--- src/hdl/rtfx_pkg.sv ---
// Shared types and helper functions for the RTF text extractor.
package rtfx_pkg;

	// Default depth of the result queue between parser and output stage
	localparam int unsigned QUEUE_DEPTH_DEF = 4;

	// Character codes used by the parser
	localparam logic [7:0] CH_LBRACE    = 8'h7B;
	localparam logic [7:0] CH_RBRACE    = 8'h7D;
	localparam logic [7:0] CH_BSLASH    = 8'h5C;
	localparam logic [7:0] CH_QUOTE     = 8'h27;
	localparam logic [7:0] CH_SPACE     = 8'h20;
	localparam logic [7:0] CH_MINUS     = 8'h2D;
	localparam logic [7:0] CH_NEWLINE   = 8'h0A;
	localparam logic [7:0] CH_TAB       = 8'h09;
	localparam logic [3:0] HEX_ALPHA_OFS = 4'd10;

	// Candidate word indexes into the match mask
	localparam logic [1:0] WORD_PAR  = 2'd0;
	localparam logic [1:0] WORD_LINE = 2'd1;
	localparam logic [1:0] WORD_TAB  = 2'd2;
	localparam logic [2:0] LEN_PAR   = 3'd3;
	localparam logic [2:0] LEN_LINE  = 3'd4;
	localparam logic [2:0] LEN_TAB   = 3'd3;

	typedef struct packed {
		logic [7:0] data_byte;
		logic       end_of_source;
	} in_item_t;

	typedef struct packed {
		logic [7:0] text_byte;
		logic       has_byte;
		logic       end_of_text;
	} out_item_t;

	// Up to two results caused by one input beat
	typedef struct packed {
		logic [1:0] cnt;
		out_item_t  r0;
		out_item_t  r1;
	} res_set_t;

	// Append one text byte, dropping it once two are held
	function automatic res_set_t push_byte(res_set_t s, logic [7:0] b);
		res_set_t t;
		t = s;
		if (s.cnt == 2'd0) begin
			t.r0 = '{text_byte: b, has_byte: 1'b1, end_of_text: 1'b0};
			t.cnt = 2'd1;
		end else if (s.cnt == 2'd1) begin
			t.r1 = '{text_byte: b, has_byte: 1'b1, end_of_text: 1'b0};
			t.cnt = 2'd2;
		end
		return t;
	endfunction

endpackage

--- src/hdl/rtfx_front.sv ---
// Parser front end: accepts source bytes and forms the result set of each beat.
module rtfx_front import rtfx_pkg::*; (
	input  logic     clk,
	input  logic     arst_n,
	input  logic     in_valid,
	output logic     in_ready,
	input  in_item_t in_data,
	input  logic     q_full,
	output logic     q_push,
	output res_set_t q_wdata
);

	localparam logic [2:0] MODE_NORMAL  = 3'd0;
	localparam logic [2:0] MODE_ESC     = 3'd1;
	localparam logic [2:0] MODE_QUOTE   = 3'd2;
	localparam logic [2:0] MODE_HEXHALF = 3'd3;
	localparam logic [2:0] MODE_WORD    = 3'd4;
	localparam logic [2:0] MODE_NUM     = 3'd5;

	logic [2:0] mode_q, mode_d;
	logic [7:0] held_q, held_d;
	logic [2:0] wlen_q, wlen_d;
	logic [2:0] wmatch_q, wmatch_d;
	logic       accept;
	res_set_t   res;

	function automatic logic is_letter(logic [7:0] b);
		return (b >= 8'h61 && b <= 8'h7A) || (b >= 8'h41 && b <= 8'h5A);
	endfunction

	function automatic logic is_digit(logic [7:0] b);
		return b >= 8'h30 && b <= 8'h39;
	endfunction

	// Return {valid, value} of one hex digit
	function automatic logic [4:0] hex_value(logic [7:0] b);
		logic [7:0] d;
		logic [4:0] r;
		r = 5'd0;
		d = 8'd0;
		if (b >= 8'h30 && b <= 8'h39) begin
			d = b - 8'h30;
			r = {1'b1, d[3:0]};
		end else if (b >= 8'h61 && b <= 8'h66) begin
			d = b - 8'h61;
			r = {1'b1, d[3:0] + HEX_ALPHA_OFS};
		end else if (b >= 8'h41 && b <= 8'h46) begin
			d = b - 8'h41;
			r = {1'b1, d[3:0] + HEX_ALPHA_OFS};
		end
		return r;
	endfunction

	// True if letter b fits candidate k at position pos
	function automatic logic letter_fits(logic [1:0] k, logic [2:0] pos, logic [7:0] b);
		logic ok;
		ok = 1'b0;
		unique case (k)
			WORD_PAR: begin
				unique case (pos)
					3'd0: ok = (b == 8'h70);
					3'd1: ok = (b == 8'h61);
					3'd2: ok = (b == 8'h72);
					default: ok = 1'b0;
				endcase
			end
			WORD_LINE: begin
				unique case (pos)
					3'd0: ok = (b == 8'h6C);
					3'd1: ok = (b == 8'h69);
					3'd2: ok = (b == 8'h6E);
					3'd3: ok = (b == 8'h65);
					default: ok = 1'b0;
				endcase
			end
			WORD_TAB: begin
				unique case (pos)
					3'd0: ok = (b == 8'h74);
					3'd1: ok = (b == 8'h61);
					3'd2: ok = (b == 8'h62);
					default: ok = 1'b0;
				endcase
			end
			default: ok = 1'b0;
		endcase
		return ok;
	endfunction

	// Judge a finished control word: {valid, byte}
	function automatic logic [8:0] word_result(logic [2:0] len, logic [2:0] m);
		logic [8:0] r;
		r = 9'd0;
		if ((m[WORD_PAR] && len == LEN_PAR) || (m[WORD_LINE] && len == LEN_LINE)) begin
			r = {1'b1, CH_NEWLINE};
		end else if (m[WORD_TAB] && len == LEN_TAB) begin
			r = {1'b1, CH_TAB};
		end
		return r;
	endfunction

	assign in_ready = !q_full;
	assign accept   = in_valid && in_ready;

	// Parse one byte, then finish pending work at end of document
	always_comb begin
		logic [7:0] b;
		logic       do_word;
		logic       do_plain;
		logic [7:0] plain_b;
		logic [4:0] hi;
		logic [4:0] lo;
		logic [8:0] wr;
		b        = in_data.data_byte;
		mode_d   = mode_q;
		held_d   = held_q;
		wlen_d   = wlen_q;
		wmatch_d = wmatch_q;
		res      = '0;
		do_word  = 1'b0;
		do_plain = 1'b0;
		plain_b  = b;
		hi       = hex_value(held_q);
		lo       = hex_value(b);
		wr       = 9'd0;

		unique case (mode_q)
			MODE_ESC: begin
				if (b == CH_BSLASH || b == CH_LBRACE || b == CH_RBRACE) begin
					res = push_byte(res, b);
					mode_d = MODE_NORMAL;
				end else if (b == CH_QUOTE) begin
					mode_d = MODE_QUOTE;
				end else begin
					wlen_d   = 3'd0;
					wmatch_d = 3'b111;
					mode_d   = MODE_WORD;
					do_word  = 1'b1;
				end
			end
			MODE_QUOTE: begin
				held_d = b;
				mode_d = MODE_HEXHALF;
			end
			MODE_HEXHALF: begin
				if (hi[4]) begin
					res = push_byte(res, lo[4] ? {hi[3:0], lo[3:0]} : {4'd0, hi[3:0]});
				end
				mode_d = MODE_NORMAL;
			end
			MODE_WORD, MODE_NUM: do_word = 1'b1;
			default: do_plain = 1'b1;
		endcase

		// Advance an open control word
		if (do_word) begin
			if (mode_d == MODE_WORD && is_letter(b)) begin
				for (int k = 0; k < 3; k++) begin
					if (!letter_fits(2'(k), wlen_d, b)) begin
						wmatch_d[k] = 1'b0;
					end
				end
				if (wlen_d != 3'd7) begin
					wlen_d = wlen_d + 3'd1;
				end
			end else if (mode_d == MODE_WORD && (b == CH_MINUS || is_digit(b))) begin
				mode_d = MODE_NUM;
			end else if (mode_d == MODE_NUM && is_digit(b)) begin
				mode_d = MODE_NUM;
			end else begin
				wr = word_result(wlen_d, wmatch_d);
				if (wr[8]) begin
					res = push_byte(res, wr[7:0]);
				end
				mode_d = MODE_NORMAL;
				do_plain = (b != CH_SPACE);
			end
		end

		// Handle the byte as ordinary text
		if (do_plain) begin
			mode_d = MODE_NORMAL;
			if (b == CH_BSLASH) begin
				mode_d = MODE_ESC;
			end else if (b != CH_LBRACE && b != CH_RBRACE) begin
				res = push_byte(res, b);
			end
		end

		// Flush pending escape at end of document and restart
		if (in_data.end_of_source) begin
			unique case (mode_d)
				MODE_WORD, MODE_NUM: begin
					wr = word_result(wlen_d, wmatch_d);
					if (wr[8]) begin
						res = push_byte(res, wr[7:0]);
					end
				end
				MODE_QUOTE: res = push_byte(res, CH_QUOTE);
				MODE_HEXHALF: begin
					res = push_byte(res, CH_QUOTE);
					plain_b = held_d;
					if (plain_b != CH_BSLASH && plain_b != CH_LBRACE &&
					    plain_b != CH_RBRACE) begin
						res = push_byte(res, plain_b);
					end
				end
				default: res = res;
			endcase
			if (res.cnt == 2'd0) begin
				res.cnt = 2'd1;
				res.r0  = '{text_byte: 8'd0, has_byte: 1'b0, end_of_text: 1'b1};
			end else if (res.cnt == 2'd1) begin
				res.r0.end_of_text = 1'b1;
			end else begin
				res.r1.end_of_text = 1'b1;
			end
			mode_d   = MODE_NORMAL;
			held_d   = 8'd0;
			wlen_d   = 3'd0;
			wmatch_d = 3'b111;
		end
	end

	assign q_push  = accept && (res.cnt != 2'd0);
	assign q_wdata = res;

	// Update parse state on each accepted beat
	always_ff @(posedge clk or negedge arst_n) begin
		if (!arst_n) begin
			mode_q   <= MODE_NORMAL;
			held_q   <= 8'd0;
			wlen_q   <= 3'd0;
			wmatch_q <= 3'b111;
		end else if (accept) begin
			mode_q   <= mode_d;
			held_q   <= held_d;
			wlen_q   <= wlen_d;
			wmatch_q <= wmatch_d;
		end
	end

endmodule

--- src/hdl/rtfx_queue.sv ---
// Short queue of result sets between the parser and the output stage.
module rtfx_queue import rtfx_pkg::*; #(
	parameter int unsigned DEPTH = QUEUE_DEPTH_DEF
) (
	input  logic     clk,
	input  logic     arst_n,
	input  logic     push,
	input  res_set_t wdata,
	output logic     full,
	input  logic     pop,
	output logic     not_empty,
	output res_set_t rdata
);

	localparam int unsigned PW = (DEPTH > 1) ? $clog2(DEPTH) : 1;
	localparam int unsigned CW = $clog2(DEPTH + 1);
	localparam logic [PW-1:0] LAST_IDX = PW'(DEPTH - 1);
	localparam logic [CW-1:0] FULL_CNT = CW'(DEPTH);

	res_set_t      mem_q [DEPTH];
	logic [PW-1:0] wr_ptr_q;
	logic [PW-1:0] rd_ptr_q;
	logic [CW-1:0] count_q;
	logic          do_push;
	logic          do_pop;

	assign full      = (count_q == FULL_CNT);
	assign not_empty = (count_q != '0);
	assign do_push   = push && !full;
	assign do_pop    = pop && not_empty;
	assign rdata     = mem_q[rd_ptr_q];

	// Write the entry at the tail
	always_ff @(posedge clk) begin
		if (do_push) begin
			mem_q[wr_ptr_q] <= wdata;
		end
	end

	// Advance pointers and fill count
	always_ff @(posedge clk or negedge arst_n) begin
		if (!arst_n) begin
			wr_ptr_q <= '0;
			rd_ptr_q <= '0;
			count_q  <= '0;
		end else begin
			if (do_push) begin
				wr_ptr_q <= (wr_ptr_q == LAST_IDX) ? '0 : wr_ptr_q + PW'(1);
			end
			if (do_pop) begin
				rd_ptr_q <= (rd_ptr_q == LAST_IDX) ? '0 : rd_ptr_q + PW'(1);
			end
			if (do_push && !do_pop) begin
				count_q <= count_q + CW'(1);
			end else if (do_pop && !do_push) begin
				count_q <= count_q - CW'(1);
			end
		end
	end

endmodule

--- src/hdl/rtfx_back.sv ---
// Output stage: sends the results of each queued set one beat at a time.
module rtfx_back import rtfx_pkg::*; (
	input  logic      clk,
	input  logic      arst_n,
	input  logic      q_not_empty,
	input  res_set_t  q_rdata,
	output logic      q_pop,
	output logic      out_valid,
	input  logic      out_ready,
	output out_item_t out_data
);

	logic sel_q;
	logic beat;
	logic last_of_set;

	assign out_valid   = q_not_empty;
	assign out_data    = sel_q ? q_rdata.r1 : q_rdata.r0;
	assign beat        = out_valid && out_ready;
	assign last_of_set = sel_q || (q_rdata.cnt != 2'd2);
	assign q_pop       = beat && last_of_set;

	// Step through the results of the head entry
	always_ff @(posedge clk or negedge arst_n) begin
		if (!arst_n) begin
			sel_q <= 1'b0;
		end else if (beat) begin
			sel_q <= !last_of_set;
		end
	end

endmodule

--- src/hdl/rtf_text_extractor_core.sv ---
// Top level of the RTF text extractor: parser, result queue and output stage.
//
// Usage: source bytes enter on the in channel (valid/ready), one per beat, with
// end_of_source set on the last byte of a document. Plain text leaves on the
// out channel, one byte per beat; end_of_text marks the final beat of a
// document, and a beat with has_byte low is a bare end marker.
// Each result set is registered in the queue and offered on out from its head.
// Throughput: one source byte per cycle while the queue has room; a byte that
// yields two text bytes is sent as two output beats, so the sustained rate is
// set by the single-beat output port draining the queue.
// The queue holds QUEUE_DEPTH result sets; in_ready drops when it is full.
// When the receiver stalls, the head result holds steady on out and the parser
// keeps taking bytes until the queue fills.
// Reset: arst_n clears the parse state and empties the queue; no results are
// pending afterwards. At end of document the parse state returns to its reset
// values so the next byte starts a new document.
module rtf_text_extractor_core import rtfx_pkg::*; #(
	parameter int unsigned QUEUE_DEPTH = QUEUE_DEPTH_DEF
) (
	input  logic      clk,
	input  logic      arst_n,
	input  logic      in_valid,
	output logic      in_ready,
	input  in_item_t  in_data,
	output logic      out_valid,
	input  logic      out_ready,
	output out_item_t out_data
);

	logic     q_push;
	logic     q_full;
	logic     q_pop;
	logic     q_not_empty;
	res_set_t q_wdata;
	res_set_t q_rdata;

	rtfx_front u_front (
		.clk      (clk),
		.arst_n   (arst_n),
		.in_valid (in_valid),
		.in_ready (in_ready),
		.in_data  (in_data),
		.q_full   (q_full),
		.q_push   (q_push),
		.q_wdata  (q_wdata)
	);

	rtfx_queue #(
		.DEPTH (QUEUE_DEPTH)
	) u_queue (
		.clk       (clk),
		.arst_n    (arst_n),
		.push      (q_push),
		.wdata     (q_wdata),
		.full      (q_full),
		.pop       (q_pop),
		.not_empty (q_not_empty),
		.rdata     (q_rdata)
	);

	rtfx_back u_back (
		.clk         (clk),
		.arst_n      (arst_n),
		.q_not_empty (q_not_empty),
		.q_rdata     (q_rdata),
		.q_pop       (q_pop),
		.out_valid   (out_valid),
		.out_ready   (out_ready),
		.out_data    (out_data)
	);

endmodule
--- config.mk ---
export PLATFORM = sky130hd
export DESIGN_NAME = rtf_text_extractor_core
export DESIGN_NICKNAME = d
export VERILOG_FILES = /design/src/hdl/rtfx_pkg.sv /design/src/hdl/rtfx_front.sv /design/src/hdl/rtfx_queue.sv /design/src/hdl/rtfx_back.sv /design/src/hdl/rtf_text_extractor_core.sv
export SDC_FILE = /design/constraint.sdc
export NUM_CORES = 1
export LEC_CHECK = 0
export BUFFER_PORTS_ARGS = -buffer_cell sky130_fd_sc_hd__buf_2
export CORE_MARGIN = 2
export CORE_UTILIZATION = 56
export CTS_CLUSTER_SIZE = 40
export DETAILED_ROUTE_END_ITERATION = 10
export PLACE_DENSITY = 0.73
export SYNTH_ARGS = -nofsm -noshare
export SYNTH_HDL_FRONTEND = slang
export SYNTH_HIERARCHICAL = 1
export SYNTH_SLANG_ARGS = --single-unit
--- constraint.sdc ---
create_clock -name clk -period 15.6 [get_ports clk]
set_input_delay 1.56 -clock clk [delete_from_list [all_inputs] [get_ports clk]]
set_output_delay 1.56 -clock clk [all_outputs]
set_load 0.05 [all_outputs]
After elaboration in Yosys (flattened, before gate mapping)
Memory sizes are Yosys's and may differ from the RTL's. Cells that the tools add are included.

Multiply operators: 0. Reductions and logical operators: 51. Equal/unequal tests: 47. Div/mod/pow operators: 0. Multiplexer cells: 115. $lt $le $gt $ge: 14. Shift-type cells: 0. Bitwise gates (word level): 0. $add $sub $neg: 15.

Operators with widths (count): two-way mux 22 bit (12); two-way mux 10 bit (16); equality test 8 x 7 -> 1 bit (second input constant) (12); two-way mux 9 bit (10); two-way mux 3 bit (23); one-hot mux 22 bit (3 select lines) (1); <= comparator 8 x 7 -> 1 bit (second input constant) (6); one-hot mux 22 bit (2 select lines) (1); two-way mux 21 bit (2); != test 8 x 7 -> 1 bit (second input constant) (5); greater-or-equal comparator 8 x 7 -> 1 bit (second input constant) (4); two-way mux 5 bit (6); logical AND 1 bit (28); equality test 3 bit (second input constant) (9); two-way mux 2 bit (12); two-way mux 8 bit (3); subtractor 4 x 1 -> 4 bit (second input constant) (6); two-way mux 1 bit (23); equality test 3 x 2 -> 1 bit (second input constant) (7); adder 4 bit (second input constant) (4); equality test 8 x 6 -> 1 bit (second input constant) (2); greater-or-equal comparator 8 x 6 -> 1 bit (second input constant) (2); <= comparator 8 x 6 -> 1 bit (second input constant) (2); two-way mux 11 bit (1); 21 further kinds (45).

Bits in latches: 0. Input bits: 13. Memories: 1. Logic and storage cells: 251. RAM bits: 88. Output and inout bits: 12. Bits in registers: 25. Memory bits (read-only): 0.

Memories: u_queue.mem_q (words 4, width 22, rd ports 1, clocked after Yosys merged registers in 0, write ports 1, RTL line rtfx_queue.sv:20) `res_set_t mem_q [DEPTH];`.

Logic depth before layout (Yosys ltp)
Depth in word-level cells: 48. Depth in mapped cells: 27. Depth with buffers taken out: 24.

Cells and area by module
Netlist, hierarchy kept.

Modules (own cells, without submodules): rtfx_queue (cells each 152, area each 3658.5 um^2, times used 1, seq. area each 2817.7 um^2); rtfx_front (cells each 441, area each 3139.3 um^2, times used 1, seq. area each 429.2 um^2); rtfx_back (cells each 18, area each 229.0 um^2, times used 1, seq. area each 25.0 um^2).

Worst setup path before layout
No wires, ideal clock.

Path kind: input -> register. Start point: input in_data[1] in the netlist's numbering. End point: memory u_queue/mem_q[0][13] in the netlist's numbering, data pin. Stages: 27. Library setup time: 0.277 ns. Slack: 9.068 ns. Arrival: 6.255 ns. Buffers on the path: 3. Data required time: 15.323 ns. Path through: clkbuf_1 > inv_1 > ha_1 > a21oi_1 > a311o_1 > nand2_1 > buf_2 > nand2_1 > inv_1 > ha_1 > clkbuf_1 > a32o_1 > ha_1 > nand2_1 > nand2_1 > inv_1 > ha_1 > nor2_1 > a32oi_2 > ha_1 > nand2b_1 > nand3b_1 > a21oi_1 > nand2b_1 > nand2_1 > a222oi_1 > a21oi_1.

RTL lines: start: declaration (RTL line rtf_text_extractor_core.sv:24) `input in_item_t in_data,`; end: declaration (RTL line rtfx_queue.sv:20).

==> results.txt <==
The run finished with clean final reports. The worst setup path is of the in -> reg kind. The logs give 805 for the count of placed standard cells in the final layout, fillers left out and 4 for the H-tree depth.

From synthesis to final layout, the design area changed by 10.81%. The kind of cell adding the most delay to the critical path is compound AO/OA/AOI/OAI gates. The multi-input combinational cells in the finished layout cover a total of 3460 µm². The detailed-route wire length per cell is 22.54 µm.

Setup violations remaining at the end of the flow were counted as 0. For the number of endpoints with negative hold slack in the final report, the log shows 0. The cell with the largest stage delay on the worst path was sky130_fd_sc_hd__a32oi_2. Max-cap violations in this run came to 0.

The startpoint identified for the worst register-to-register timing path is u_front/mode_q[0]$_DFFE_PN0P_. For the wire length the detailed router placed on met1, the log shows 7547 µm. The count of nets left with antenna violations once routing finished came out at 0. The run gives 0.001290 W as the total power. The origin of the worst setup path was in_data[1]. The synthesized netlist occupies a cell area of 7027 µm². The post-detailed-routing wire length was 18,140 µm. Dividing the synthesized area by the synthesized cell count gives 11.50 µm². The pre-antenna-repair detailed-routing pass consisted of 7 iterations.

The logs give 0 for the number of remaining DRC errors and 0 for the count of antenna diodes in the layout. The count of pins over their slew limit came out at 0. The largest fanout on the critical path was 13. The width of the die is 116.0 µm.

The global placer's final weighted congestion was 0.9938; the static power due to leakage was 2.887 nW. The highest metal layer with signal wires is met4. The number of gates resized after cts is 0, and the share of the core filled with cells in the final layout is 64.29%. In the final layout, the share of cells above drive strength 1 is 19.78%. TritonCTS built the clock tree.

The worst path uses 44.88% of the clock period. Together, buffers and inverters on the worst path number 4. Data on the critical path arrives at its endpoint at 7.13 ns. After clock tree synthesis, the clock-pin slew on the worst setup and hold paths is 0.05 ns. In this design, the stage delay of the slowest critical-path cell is 0.43 ns. Yosys attributes the largest share of cell area to sky130_fd_sc_hd__edfxtp_1 38%, sky130_fd_sc_hd__dfrtp_1 7.8%, sky130_fd_sc_hd__mux4_2 7.1%. The run gives 0 ns as the final setup TNS. Summing over every cut layer, the via total after detailed routing is 5,338. The amount of wire on met3 after detailed routing is 1368 µm. The tools report the startpoint kind of the worst setup timing path as a primary input. The critical path required time is 15.73 ns, and the largest net degree at the start of global routing is 29. Destination of the worst register-to-register timing path: u_queue/mem_q[1][13]$_DFFE_PP_. The share of synthesized area in the top cell type comes to 37.61%. The total grt overflow came out at 0. The clock passes through at most 2 buffers. Of all cell types, the one taking the most synthesized area is sky130_fd_sc_hd__edfxtp_1. The first global-routing pass estimated 28,680 µm of wire. The logs give 17 for the number of buffers added by the clock tree synthesis step and 58.02% for the starting density of the core.

The worst register-to-register path has a setup slack of 9.79 ns. Following the worst setup path forward leads to its endpoint at u_queue/mem_q[1][13]$_DFFE_PP_. The final layout contains 664 nets. Headroom to the max-slew limit came out at 21.47%. Power spread over the standard cell area amounts to 165.7 nW/µm². For the worst flop-to-flop path, the logic depth is 22. For this run, the number of Yosys warnings is 6. For the placed wire-length estimate after detailed placement, the log shows 12,810 µm. Among all flip-flop cells after synthesis, the most frequent one is sky130_fd_sc_hd__edfxtp_1.

The critical path crosses 25 cells after its start point. During placement, the flow inserted port buffers numbering 24. The run gives 25 as the boundary pin count.

After synthesis, the netlist uses 98 different library cells. The tools report the root buffer cell as sky130_fd_sc_hd__clkbuf_16. In this run, synthesis produced a sequential element count of 113. The logs give 3272 µm² for the register area and 0 for the total setup buffers inserted after CTS. Counting flops with a built-in enable in the synthesized netlist gives 88. Detail-routed via count per cell: 6.631. Starting DRC count in detailed routing: 611. The met2 wire length is 8701 µm.

The logs give 5,113 for the via count of the first global-routing pass and 611 for the cell count after synthesis. On the final layout, the worst clock skew is 0.009066 ns. The number of standard-cell rows in the floorplan came out at 40. The region available for standard cell placement spans 12,110 µm². Once placement completed, the tool counted placed cells totaling 773. For the pin with the worst max-slew slack, the measured transition is 1.178 ns.

The count of hold-fix buffers inserted at cts came out at 0. Derived from the worst setup path, the maximum achievable clock frequency is 142.8 MHz. The global router's overall resource usage is 28.70%. The clock net in this run drives a total of 113 sinks. The worst setup path is captured at a flop.

The initial antenna violation count is 0. The min-delay analysis places its worst path in the category reg -> reg. The number of nets in the synthesized netlist is 651, and the vertical extent of the die is 116.0 µm. The worst path in the final design needs a cycle of 7.002 ns, including I/O delays and setup. The latest clock arrival within the worst-skew pair is 0.41 ns, and the total of fill cells in the finished design is 965.

The share of flip-flops with an asynchronous set or reset after synthesis is 22.12%. Setup repair after global routing left no endpoint under its margin. Across the VDD grid, the largest voltage drop is 0.08245 mV.

The sequential-to-total area share from yosys stat is 46.56%, and the die footprint is 13,460 µm².
[synth_stat cells (all sizes together) (11+ instances only)]
master  instances
edfxtp         88
nand2          54
nor2           46
o21ai          42
a21oi          27
inv            27
ha             26
dfrtp          22
mux4           22
buf            17
clkbuf         17
mux2           15
nand3          15
nand2b         12
a31oi          11
o22ai          11
[per-stage QoR]
stage / hold slack [ns] / setup slack (ns) / area (µm²)
after CTS: 0.5065 / 8.774 / 7786
final: 0.5124 / 8.598 / 7786
after global placement: 0.4822 / 8.618 / 7193
after detailed placement: 0.4932 / 8.355 / 7193
after floorplan: 0.4645 / 9.068 / 7027
after global routing: 0.5320 / 8.209 / 7786
[final cells by class]
type	instances	area share, %
inverters	27	1.302
clock inverters	14	2.105
well taps	168	2.700
flip-flops and latches	113	42.02
clock buffers	18	5.512
repair buffers	28	1.928
multi-input cells	437	44.43
[cell families after synthesis]
logic type | count (synthesis) | synth area share (%)
AOI/OAI and AO/OA | 171 | 18.22
xor gates and xnor gates | 10 | 1.246
adders and majority gates | 27 | 4.915
buffers and inverters | 61 | 4.238
DFF | 113 | 46.56
muxes | 38 | 10.19
and+or+nand+nor | 191 | 14.64
[worst reg2reg max path: stages (launching register included)]
cell and delay [ns]:
sky130_fd_sc_hd__dfrtp_1 0.50, sky130_fd_sc_hd__or3b_1 0.51, sky130_fd_sc_hd__a41oi_1 0.32, sky130_fd_sc_hd__nand2_1 0.33
sky130_fd_sc_hd__nand2_1 0.27, sky130_fd_sc_hd__inv_1 0.09, sky130_fd_sc_hd__ha_1 0.32, sky130_fd_sc_hd__a32o_1 0.32
sky130_fd_sc_hd__ha_1 0.33, sky130_fd_sc_hd__nand2_1 0.07, sky130_fd_sc_hd__nand2_1 0.07, sky130_fd_sc_hd__inv_1 0.08
sky130_fd_sc_hd__ha_1 0.15, sky130_fd_sc_hd__nor2_1 0.05, sky130_fd_sc_hd__a32oi_2 0.43, sky130_fd_sc_hd__ha_1 0.40
sky130_fd_sc_hd__nand2b_1 0.20, sky130_fd_sc_hd__nand3b_1 0.23, sky130_fd_sc_hd__a21oi_1 0.22, sky130_fd_sc_hd__nand2b_1 0.15
sky130_fd_sc_hd__nand2_1 0.06, sky130_fd_sc_hd__a222oi_1 0.24, sky130_fd_sc_hd__a21oi_1 0.17
[state kept, by name, indices dropped and copies added (netlist names)]
register	flops
u_front/held_q	8
u_back/sel_q	1
u_front/wlen_q	3
u_front/wmatch_q	3
u_queue/mem_q	88
u_front/mode_q	3
u_queue/wr_ptr_q	2
u_queue/count_q	3
u_queue/rd_ptr_q	2
[worst min path at each step]
stage / from / end / depth (start not counted) / slack [ns]
2_1_floorplan: u_queue/count_q[2]$_DFFE_PN0P_ / u_queue/count_q[2]$_DFFE_PN0P_ / 1 / 0.46
3_3_place_gp: u_queue/count_q[2]$_DFFE_PN0P_ / u_queue/count_q[2]$_DFFE_PN0P_ / 1 / 0.48
3_5_place_dp: u_queue/count_q[2]$_DFFE_PN0P_ / u_queue/count_q[2]$_DFFE_PN0P_ / 1 / 0.49
4_1_cts: u_queue/count_q[2]$_DFFE_PN0P_ / u_queue/count_q[2]$_DFFE_PN0P_ / 1 / 0.51
5_1_grt: u_queue/count_q[2]$_DFFE_PN0P_ / u_queue/count_q[2]$_DFFE_PN0P_ / 1 / 0.53
6_report: u_queue/count_q[2]$_DFFE_PN0P_ / u_queue/count_q[2]$_DFFE_PN0P_ / 1 / 0.51
[metal layers]
layer | vias up | global-route usage, %
li1 | 2382 | -
met1 | 2660 | 38.14
met2 | 263 | 45.61
met3 | 33 | 7.165
met4 | 0 | 11.35
met5 | - | 0
[cells in the final DEF, fill, tap and decap left out, types with 5 or more instances in the layout]
cell	Yosys	layout
sky130_fd_sc_hd__o22ai_1	11	11
sky130_fd_sc_hd__a21boi_0	8	8
sky130_fd_sc_hd__a22oi_1	10	10
sky130_fd_sc_hd__and3_1	5	5
sky130_fd_sc_hd__xor2_1	5	5
sky130_fd_sc_hd__a31oi_1	10	10
sky130_fd_sc_hd__nor2_1	45	44
sky130_fd_sc_hd__nand3_1	14	14
sky130_fd_sc_hd__xnor2_1	5	5
sky130_fd_sc_hd__a22o_1	5	5
sky130_fd_sc_hd__nor2b_1	9	9
sky130_fd_sc_hd__nand2_1	53	53
sky130_fd_sc_hd__mux4_2	22	22
sky130_fd_sc_hd__mux2_4	11	11
sky130_fd_sc_hd__dfrtp_1	22	22
sky130_fd_sc_hd__o21ai_0	35	35
sky130_fd_sc_hd__clkbuf_16	0	17
sky130_fd_sc_hd__nand4_1	6	6
sky130_fd_sc_hd__o21ai_1	7	7
sky130_fd_sc_hd__nor3_1	7	7
sky130_fd_sc_hd__buf_2	8	24
sky130_fd_sc_hd__ha_1	26	26
sky130_fd_sc_hd__edfxtp_1	88	88
sky130_fd_sc_hd__a21oi_1	25	25
sky130_fd_sc_hd__and2_1	6	6
sky130_fd_sc_hd__nand2b_1	12	12
sky130_fd_sc_hd__inv_1	27	27
[where the power goes]
part,internal [W],switching (W)
Clock,0.000250,0.000136
Sequential,0.000395,0.0000495
Combinational,0.000185,0.000274
(Power assumes the default switching activity.)
